## config.mk

```make
export PLATFORM = sky130hd
export DESIGN_NAME = word_length_histogram
export DESIGN_NICKNAME = d
export VERILOG_FILES = /design/src/rtl/wlh_pkg.sv /design/src/rtl/word_length_histogram.sv /design/src/rtl/wlh_ram.sv /design/src/rtl/wlh_divider.sv /design/src/rtl/wlh_scanner.sv
export SDC_FILE = /design/constraint.sdc
export NUM_CORES = 1
export LEC_CHECK = 0
export ABC_AREA = 1
export ABC_CLOCK_PERIOD_IN_PS = 6900
export BUFFER_PORTS_ARGS = -buffer_cell sky130_fd_sc_hd__buf_2
export CORE_ASPECT_RATIO = 1.25
export CORE_UTILIZATION = 34
export CTS_BUF_LIST = sky130_fd_sc_hd__clkbuf_8
export DETAILED_ROUTE_END_ITERATION = 16
export GPL_TIMING_DRIVEN = 0
export SLEW_MARGIN = 10
export SYNTH_ARGS = -nofsm -noshare
export SYNTH_HDL_FRONTEND = slang
export SYNTH_SLANG_ARGS = --single-unit
```

## constraint.sdc

```tcl
create_clock -name clk -period 6.9 [get_ports clk]
set_clock_uncertainty 0.15 [all_clocks]
set_input_delay 2.07 -clock clk [delete_from_list [all_inputs] [get_ports clk]]
set_output_delay 2.07 -clock clk [all_outputs]
set_load 0.005 [all_outputs]
```

## src/rtl/wlh_pkg.sv

```systemverilog
package wlh_pkg;

  // defaults for the top-level parameters
  localparam int MAX_WORD_LEN_DEF = 18;
  localparam int COUNT_BITS_DEF   = 20;

  // fixed field widths of the result word
  localparam int FIELD_BITS   = 20;
  localparam int BIN_LEN_BITS = 7;
  localparam int CHAR_BITS    = 8;
  localparam int BAR_BITS     = 8;

  localparam logic [BAR_BITS-1:0] MAX_BAR_WIDTH_RESET = 8'd60;

  // op codes
  localparam logic OP_TEXT = 1'b0;
  localparam logic OP_END  = 1'b1;

  // character codes
  localparam logic [CHAR_BITS-1:0] CHAR_UP_A = 8'h41;
  localparam logic [CHAR_BITS-1:0] CHAR_UP_Z = 8'h5A;
  localparam logic [CHAR_BITS-1:0] CHAR_LO_A = 8'h61;
  localparam logic [CHAR_BITS-1:0] CHAR_LO_Z = 8'h7A;
  localparam logic [CHAR_BITS-1:0] CHAR_APOS = 8'h27;

endpackage

```

## src/rtl/word_length_histogram.sv

```systemverilog
// Word length histogram. Text words (op 0, one byte in char_code) are taken one per
// cycle while busy is low; letters of either case form words, one apostrophe right
// after letters continues a word without adding to its length. Each finished word
// bumps a saturating bin in an on-chip RAM (bins 1..MAX_WORD_LEN plus an overflow bin).
// An end-of-text word (op 1) closes any open word and starts the readout: busy rises
// and MAX_WORD_LEN+1 results follow, each on the result ports for one cycle under
// result_strobe, overflow bin last with last set. The receiver cannot stall, so
// results must be captured as they come. Readout runs a flush and a check state,
// then a scale search when the largest count exceeds max_bar_width, then a read
// and a bar division for each bin; the shared divider produces one quotient bit
// per cycle. All counts clear at the end of readout. max_bar_width may be written
// only while idle; 0 acts as 1.
module word_length_histogram #(
  parameter int MAX_WORD_LEN = wlh_pkg::MAX_WORD_LEN_DEF,
  parameter int COUNT_BITS   = wlh_pkg::COUNT_BITS_DEF
) (
  input  logic                                 clk,
  input  logic                                 rst,
  input  logic                                 start,
  output logic                                 busy,
  input  logic                                 op,
  input  logic [wlh_pkg::CHAR_BITS-1:0]        char_code,
  input  logic                                 max_bar_width_we,
  input  logic [wlh_pkg::BAR_BITS-1:0]         max_bar_width,
  output logic                                 result_strobe,
  output logic [wlh_pkg::BIN_LEN_BITS-1:0]     bin_length,
  output logic [wlh_pkg::FIELD_BITS-1:0]       word_count,
  output logic [wlh_pkg::FIELD_BITS-1:0]       bar_length,
  output logic [wlh_pkg::FIELD_BITS-1:0]       scale,
  output logic                                 last
);
  import wlh_pkg::*;

  localparam int DEPTH     = MAX_WORD_LEN + 1;   // length bins then overflow bin
  localparam int ADDR_BITS = $clog2(DEPTH);
  localparam logic [ADDR_BITS-1:0]  LAST_IDX  = ADDR_BITS'(MAX_WORD_LEN);
  localparam logic [COUNT_BITS-1:0] COUNT_MAX = {COUNT_BITS{1'b1}};

  // readout sequencer
  localparam logic [3:0] ST_IDLE  = 4'd0;
  localparam logic [3:0] ST_FLUSH = 4'd1;  // last word write-back lands
  localparam logic [3:0] ST_CHECK = 4'd2;  // compare largest count with limit
  localparam logic [3:0] ST_DIV1  = 4'd3;  // largest / limit
  localparam logic [3:0] ST_CHK2  = 4'd4;
  localparam logic [3:0] ST_DIV2  = 4'd5;  // largest / scale, round scale up if needed
  localparam logic [3:0] ST_READ  = 4'd6;  // read bin
  localparam logic [3:0] ST_BIN   = 4'd7;  // bin data back, start bar division
  localparam logic [3:0] ST_BDIV  = 4'd8;  // bar division, then emit

  logic [3:0]            state;
  logic [ADDR_BITS-1:0]  idx;
  logic [COUNT_BITS-1:0] words_per_unit;
  logic [COUNT_BITS-1:0] largest_count;
  logic [COUNT_BITS-1:0] bin_count;
  logic                  rd_valid;
  logic [DEPTH-1:0]      valid;
  logic [BAR_BITS-1:0]   bar_width;

  logic accept, text_take, flush_take;
  logic rec_en;
  logic [ADDR_BITS-1:0] rec_addr;

  // read-modify-write of one bin
  logic                  wb_pend;
  logic [ADDR_BITS-1:0]  wb_addr;
  logic                  wb_valid;
  logic [COUNT_BITS-1:0] wb_old, wb_new;

  logic                  ram_re;
  logic [ADDR_BITS-1:0]  ram_raddr;
  logic [COUNT_BITS-1:0] ram_rdata;

  logic                  div_start, div_done;
  logic [COUNT_BITS-1:0] div_dividend, div_divisor, div_quotient;
  logic [COUNT_BITS-1:0] limit;
  logic [COUNT_BITS-1:0] cur_count;
  logic                  readout_end;

  assign busy       = state != ST_IDLE;
  assign accept     = start && !busy;
  assign text_take  = accept && op == OP_TEXT;
  assign flush_take = accept && op == OP_END;

  assign limit = (bar_width == '0) ? COUNT_BITS'(1) : COUNT_BITS'(bar_width);

  always_ff @(posedge clk) begin
    if (rst) begin
      bar_width <= MAX_BAR_WIDTH_RESET;
    end else if (max_bar_width_we) begin
      bar_width <= max_bar_width;
    end
  end

  wlh_scanner #(
    .MAX_WORD_LEN(MAX_WORD_LEN)
  ) u_scanner (
    .clk       (clk),
    .rst       (rst),
    .text_take (text_take),
    .flush_take(flush_take),
    .char_code (char_code),
    .rec_en    (rec_en),
    .rec_addr  (rec_addr)
  );

  // Two word ends always have a letter between them, so a bump never meets the
  // write-back of the previous one; readout reads start after it too.
  assign ram_re    = rec_en || state == ST_READ;
  assign ram_raddr = rec_en ? rec_addr : idx;

  assign wb_old = wb_valid ? ram_rdata : '0;
  assign wb_new = (wb_old != COUNT_MAX) ? wb_old + COUNT_BITS'(1) : wb_old;

  wlh_ram #(
    .WIDTH(COUNT_BITS),
    .DEPTH(DEPTH)
  ) u_bins (
    .clk  (clk),
    .we   (wb_pend),
    .waddr(wb_addr),
    .wdata(wb_new),
    .re   (ram_re),
    .raddr(ram_raddr),
    .rdata(ram_rdata)
  );

  always_ff @(posedge clk) begin
    if (rst) begin
      wb_pend <= 1'b0;
    end else begin
      wb_pend <= rec_en;
    end
  end

  always_ff @(posedge clk) begin
    wb_addr  <= rec_addr;
    wb_valid <= valid[rec_addr];
  end

  assign readout_end = state == ST_BDIV && div_done && idx == LAST_IDX;

  // per-bin valid bits stand in for clearing the RAM
  always_ff @(posedge clk) begin
    if (rst) begin
      valid         <= '0;
      largest_count <= '0;
    end else if (wb_pend) begin
      valid[wb_addr] <= 1'b1;
      if (wb_new > largest_count) begin
        largest_count <= wb_new;
      end
    end else if (readout_end) begin
      valid         <= '0;
      largest_count <= '0;
    end
  end

  assign cur_count = rd_valid ? ram_rdata : '0;

  always_comb begin
    div_start    = 1'b0;
    div_dividend = largest_count;
    div_divisor  = words_per_unit;
    case (state)
      ST_CHECK: begin
        div_start   = largest_count > limit;
        div_divisor = limit;
      end
      ST_CHK2: begin
        div_start = 1'b1;
      end
      ST_BIN: begin
        div_start    = 1'b1;
        div_dividend = cur_count;
      end
      default: begin
        div_start = 1'b0;
      end
    endcase
  end

  wlh_divider #(
    .WIDTH(COUNT_BITS)
  ) u_divider (
    .clk     (clk),
    .rst     (rst),
    .start   (div_start),
    .dividend(div_dividend),
    .divisor (div_divisor),
    .done    (div_done),
    .quotient(div_quotient)
  );

  always_ff @(posedge clk) begin
    if (rst) begin
      state         <= ST_IDLE;
      result_strobe <= 1'b0;
    end else begin
      result_strobe <= 1'b0;
      case (state)
        ST_IDLE: begin
          if (flush_take) begin
            state <= ST_FLUSH;
          end
        end
        ST_FLUSH: begin
          state <= ST_CHECK;
        end
        ST_CHECK: begin
          state <= (largest_count > limit) ? ST_DIV1 : ST_READ;
        end
        ST_DIV1: begin
          if (div_done) begin
            state <= ST_CHK2;
          end
        end
        ST_CHK2: begin
          state <= ST_DIV2;
        end
        ST_DIV2: begin
          if (div_done) begin
            state <= ST_READ;
          end
        end
        ST_READ: begin
          state <= ST_BIN;
        end
        ST_BIN: begin
          state <= ST_BDIV;
        end
        ST_BDIV: begin
          if (div_done) begin
            result_strobe <= 1'b1;
            state         <= (idx == LAST_IDX) ? ST_IDLE : ST_READ;
          end
        end
        default: begin
          state <= ST_IDLE;
        end
      endcase
    end
  end

  // sequencer payload
  always_ff @(posedge clk) begin
    case (state)
      ST_CHECK: begin
        words_per_unit <= COUNT_BITS'(1);
        idx            <= '0;
      end
      ST_DIV1: begin
        if (div_done) begin
          words_per_unit <= div_quotient;
        end
      end
      ST_DIV2: begin
        if (div_done && div_quotient > limit) begin
          words_per_unit <= words_per_unit + COUNT_BITS'(1);
        end
      end
      ST_READ: begin
        rd_valid <= valid[idx];
      end
      ST_BIN: begin
        bin_count <= cur_count;
      end
      ST_BDIV: begin
        if (div_done) begin
          bin_length <= BIN_LEN_BITS'(idx) + BIN_LEN_BITS'(1);
          word_count <= FIELD_BITS'(bin_count);
          bar_length <= FIELD_BITS'(div_quotient);
          scale      <= FIELD_BITS'(words_per_unit);
          last       <= idx == LAST_IDX;
          idx        <= idx + ADDR_BITS'(1);
        end
      end
      default: begin
        idx <= idx;
      end
    endcase
  end

endmodule

```

## src/rtl/wlh_ram.sv

```systemverilog
module wlh_ram #(
  parameter int WIDTH = 20,
  parameter int DEPTH = 19
) (
  input  logic                     clk,
  input  logic                     we,
  input  logic [$clog2(DEPTH)-1:0] waddr,
  input  logic [WIDTH-1:0]         wdata,
  input  logic                     re,
  input  logic [$clog2(DEPTH)-1:0] raddr,
  output logic [WIDTH-1:0]         rdata
);

  logic [WIDTH-1:0] mem [DEPTH];

  always_ff @(posedge clk) begin
    if (we) begin
      mem[waddr] <= wdata;
    end
    if (re) begin
      rdata <= mem[raddr];
    end
  end

endmodule

```

## src/rtl/wlh_divider.sv

```systemverilog
// Restoring divider, one quotient bit per cycle. done pulses with quotient valid.
module wlh_divider #(
  parameter int WIDTH = 20
) (
  input  logic             clk,
  input  logic             rst,
  input  logic             start,
  input  logic [WIDTH-1:0] dividend,
  input  logic [WIDTH-1:0] divisor,
  output logic             done,
  output logic [WIDTH-1:0] quotient
);

  localparam int CNT_BITS = $clog2(WIDTH + 1);

  logic                running;
  logic [CNT_BITS-1:0] count;
  logic [WIDTH-1:0]    rem;
  logic [WIDTH-1:0]    dvs;
  logic [WIDTH:0]      trial;
  logic                fits;

  assign trial = {rem, quotient[WIDTH-1]};
  assign fits  = trial >= {1'b0, dvs};

  always_ff @(posedge clk) begin
    if (rst) begin
      running <= 1'b0;
      done    <= 1'b0;
      count   <= '0;
    end else begin
      done <= 1'b0;
      if (start) begin
        running <= 1'b1;
        count   <= CNT_BITS'(WIDTH);
      end else if (running) begin
        count <= count - CNT_BITS'(1);
        if (count == CNT_BITS'(1)) begin
          running <= 1'b0;
          done    <= 1'b1;
        end
      end
    end
  end

  always_ff @(posedge clk) begin
    if (start) begin
      rem      <= '0;
      quotient <= dividend;
      dvs      <= divisor;
    end else if (running) begin
      if (fits) begin
        rem <= WIDTH'(trial - {1'b0, dvs});
      end else begin
        rem <= trial[WIDTH-1:0];
      end
      quotient <= {quotient[WIDTH-2:0], fits};
    end
  end

endmodule

```

## src/rtl/wlh_scanner.sv

```systemverilog
// Word finder: tracks letters, apostrophes and the pending length.
module wlh_scanner #(
  parameter int MAX_WORD_LEN = 18
) (
  input  logic                                   clk,
  input  logic                                   rst,
  input  logic                                   text_take,
  input  logic                                   flush_take,
  input  logic [wlh_pkg::CHAR_BITS-1:0]          char_code,
  output logic                                   rec_en,
  output logic [$clog2(MAX_WORD_LEN+1)-1:0]      rec_addr
);
  import wlh_pkg::*;

  localparam int ADDR_BITS = $clog2(MAX_WORD_LEN + 1);
  localparam int LEN_BITS  = $clog2(MAX_WORD_LEN + 2);

  localparam logic [1:0] SC_OUTSIDE = 2'd0;
  localparam logic [1:0] SC_LETTERS = 2'd1;
  localparam logic [1:0] SC_APOS    = 2'd2;

  localparam logic [LEN_BITS-1:0]  LEN_MAX  = LEN_BITS'(MAX_WORD_LEN);
  localparam logic [ADDR_BITS-1:0] OVF_ADDR = ADDR_BITS'(MAX_WORD_LEN);

  logic [1:0]          scan_state;
  logic [1:0]          scan_state_next;
  logic [LEN_BITS-1:0] pending_length;
  logic [LEN_BITS-1:0] pending_length_next;
  logic                letter;
  logic                word_end;

  // case fold is implicit: both ranges count as letters
  assign letter = char_code inside {[CHAR_UP_A:CHAR_UP_Z], [CHAR_LO_A:CHAR_LO_Z]};

  always_comb begin
    scan_state_next     = scan_state;
    pending_length_next = pending_length;
    word_end            = 1'b0;
    if (flush_take) begin
      word_end            = 1'b1;
      scan_state_next     = SC_OUTSIDE;
      pending_length_next = '0;
    end else if (text_take) begin
      if (letter) begin
        scan_state_next = SC_LETTERS;
        if (pending_length <= LEN_MAX) begin
          pending_length_next = pending_length + LEN_BITS'(1);
        end
      end else if (scan_state == SC_LETTERS && char_code == CHAR_APOS) begin
        scan_state_next = SC_APOS;
      end else begin
        word_end            = scan_state != SC_OUTSIDE;
        scan_state_next     = SC_OUTSIDE;
        pending_length_next = word_end ? '0 : pending_length;
      end
    end
  end

  assign rec_en   = word_end && (pending_length != '0);
  assign rec_addr = (pending_length > LEN_MAX) ? OVF_ADDR
                                               : ADDR_BITS'(pending_length - LEN_BITS'(1));

  always_ff @(posedge clk) begin
    if (rst) begin
      scan_state     <= SC_OUTSIDE;
      pending_length <= '0;
    end else begin
      scan_state     <= scan_state_next;
      pending_length <= pending_length_next;
    end
  end

endmodule

```

==> impl_metrics.json <==
{
  "status": "completed",
  "wl_per_cell_um": 18.0,
  "cts-buffers-inserted": 104,
  "synth_warnings": 0,
  "die-height_um": 334,
  "synth_edf_count": 553,
  "slowest_delay_ps": 660,
  "maxCapViolations": 0,
  "period_minus_slack_ps": 6010,
  "crit_family": "simple AND/OR/NAND/NOR gates",
  "fin_nets": 3379,
  "fin_crit_sh_pct": 87.0,
  "timing.rr.start": "wb_valid",
  "multiInputGateArea_mm2": 0.00905,
  "cp-start-kind": "flop",
  "hp-class": "reg2reg",
  "power_density_mw_per_mm2": 234,
  "register_area_mm2": 0.0185,
  "grt_busiest_layer": "met2",
  "dieArea_mm2": 0.0893,
  "ctsHoldBuffers": 0,
  "grt_max_degree": 31,
  "clockBufferDepth": 3,
  "cts_root_buf": "clkbuf_8",
  "yosysSeqAreaShare_pct": 61.7,
  "rr_endpoint": "largest_count[10]",
  "p_leak_nw": 14.5,
  "initial_utilization_pct": 34.3,
  "critPathBufInv": 9,
  "fillers": 8636,
  "ys_async_sr_fraction_pct": 0,
  "io_pins": 91,
  "grtUsageMet3_pct": 2.97,
  "overflow": 0,
  "dp_hpwl_mm": 58.4,
  "final-hold-violation-count": 0,
  "worstPathArrival_ps": 6490,
  "fin_hold_ws_ps": 267,
  "syn_avg_cell_area_um2": 9.76,
  "hold_start": "bin_count[10]",
  "ant_nets": 0,
  "row_count": 121,
  "grt_first_pass_wirelength_mm": 125,
  "htree_levels": 3,
  "gp_congestion": 0.905,
  "clkSinkCount": 646,
  "core_area_mm2": 0.0872,
  "grt_pass1_vias": 21562,
  "fin_setup_tns_ps": 0,
  "worst_pin_slew_ps": 949,
  "met2_usage_pct": 33.7,
  "synth_fp_nets": 3157,
  "vdd_drop_max_uv": 141,
  "grtUsageTotal_pct": 18.4,
  "drive_gt1_share_pct": 10.4,
  "crit_type": "reg2reg",
  "crit_fanout": 12,
  "syn_inst": 3069,
  "slew_violations": 0,
  "rsz0062_at_grt": "no",
  "post_cts_resized": 0,
  "maxClockFrequency_mhz": 166,
  "postLayoutCellArea_mm2": 0.0344,
  "viasPerCell": 4.83,
  "final_common_cell": "nand2_1",
  "layout_common_cells": "nand2_1 (614), inv_1 (576), edfxtp_1 (553), nand3_1 (475), nor2_1 (152)",
  "path_common_cell": "nand2_1",
  "firstDrtPassIters": 7,
  "ys_ff_latch": 646,
  "die_w_um": 267,
  "placed_cell_area_mm2": 0.0325,
  "worstPathRequired_ps": 7390,
  "post_cts_buffers": 0,
  "routed_wl_mm": 81.9,
  "slowest_stage": "xor2_2",
  "dp.cells": 4353,
  "antenna_found_initial": 1,
  "clk_latency_ps": 750,
  "rrSetupSlack_ps": 890,
  "critical_path_depth": 26,
  "cts_tree": "yes",
  "drc": 0,
  "use_met1_pct": 21.0,
  "synth-main-ff-cell": "edfxtp_1",
  "drtIter0Drc": 1674,
  "synthDistinctLibCells": 56,
  "endpoint_kind": "flop",
  "fin_cells": 4550,
  "portBuffers": 88,
  "vias": 21970,
  "hold-path-cell-count": 0,
  "max-slew-margin-rel_pct": 36.6,
  "holdPathEnd": "word_count[10]",
  "setup_viol": 0,
  "synthToLayoutAreaGrowth_pct": 15.0,
  "reg2reg_depth": 26,
  "netlist_area_mm2": 0.0299,
  "clk_pin_slew_ps": 60
}
## synth_stat cells, types with 5 or more instances
library cell,instances,area (µm²)
nand2_1,614,2300
edfxtp_1,553,16600
inv_1,531,1990
nand3_1,475,2380
nor2_1,172,646
o21ai_0,104,521
a21oi_1,96,480
dfxtp_1,93,1860
clkbuf_1,72,270
ha_1,66,826
o211ai_1,64,480
nor3_1,37,185
buf_2,30,150
nand4_1,22,138
xor2_1,19,166
xnor2_1,15,131
buf_4,12,90.1
buf_6,10,113
nor4_1,7,43.8
o22ai_1,7,43.8
inv_2,5,18.8
## worst register-to-register path, cell delays in order, from the launching register on
cell	delay (ps)
dfxtp_1	310
clkbuf_2	230
buf_2	280
buf_2	270
nand2_1	100
inv_1	70
ha_1	190
inv_1	90
nor2_1	200
nand2_1	150
inv_2	100
nand4_1	110
nor2_1	340
inv_1	230
nand4_1	190
xor2_2	660
ha_1	230
nand4_1	70
nor2_1	240
nor4b_1	550
nand2_1	220
nand3_1	140
nand2_1	80
inv_1	90
clkbuf_1	380
nand2_1	110
a21oi_1	170
## worst max path at each step
stage	start	to
floorplan	state[0]	valid[10]
detailed placement	wb_valid	largest_count[12]
global placement	state[0]	valid[10]
CTS	wb_valid	largest_count[19]
global route	wb_valid	largest_count[10]
finish	wb_valid	largest_count[10]
## metrics by stage
step,utilization [%],worst slack (ps),power [mW]
3_3_place_gp,36.5,-1450,5.03
6_report,39.5,894,8.06
2_1_floorplan,-,1880,4.81
4_1_cts,39.5,934,8.14
5_1_grt,39.5,415,8.39
3_5_place_dp,37.3,952,5.04
## routing by layer
layer	up-vias	wire (µm)
li1	10741	-
met1	10405	31700
met2	663	42600
met3	161	4580
met4	0	2990
met5	-	0
## area by class of cell
type | count | area share, %
clock inverters | 90 | 1.44
multi-input cells | 1757 | 26.3
well taps | 1168 | 4.24
inverters | 537 | 5.85
repair buffers | 116 | 2.47
clock buffers | 105 | 4.20
diodes | 2 | 0.0145
plain buffers | 129 | 1.87
flip-flops and latches | 646 | 53.6
## kinds of logic (layout without fill, tap and decap cells)
kind of cell | count (synthesis) | count (layout) | share of synthesized area [%]
and+or+nand+nor | 1345 | 1345 | 19.5
buffers and inverters | 666 | 977 | 8.88
DFF | 646 | 646 | 61.7
AOI/OAI and AO/OA | 310 | 310 | 6.13
adders and majority gates | 67 | 67 | 2.82
xor gates and xnor gates | 34 | 34 | 0.994
other | 1 | 3 | 0.0125
## state kept, by name, summed over array words and instances (netlist names), 5 cells and up
signal	cells
idx	5
u_divider.count	5
u_bins.rdata	20
u_scanner.pending_length	5
bar_width	8
u_divider.rem	20
u_divider.dvs	20
u_bins.mem	380
wb_addr	5
word_count	20
largest_count	20
valid	19
bar_length	20
u_divider.quotient	20
scale	20
bin_length	6
words_per_unit	20
bin_count	20
## report_power, final
part / internal [mW] / switching [mW]
combinational: 0.203 / 0.461
clock: 1.52 / 1.58
sequential: 4.26 / 0.0416
total: 5.98 / 2.09
Power figures use the tool's default switching activity.
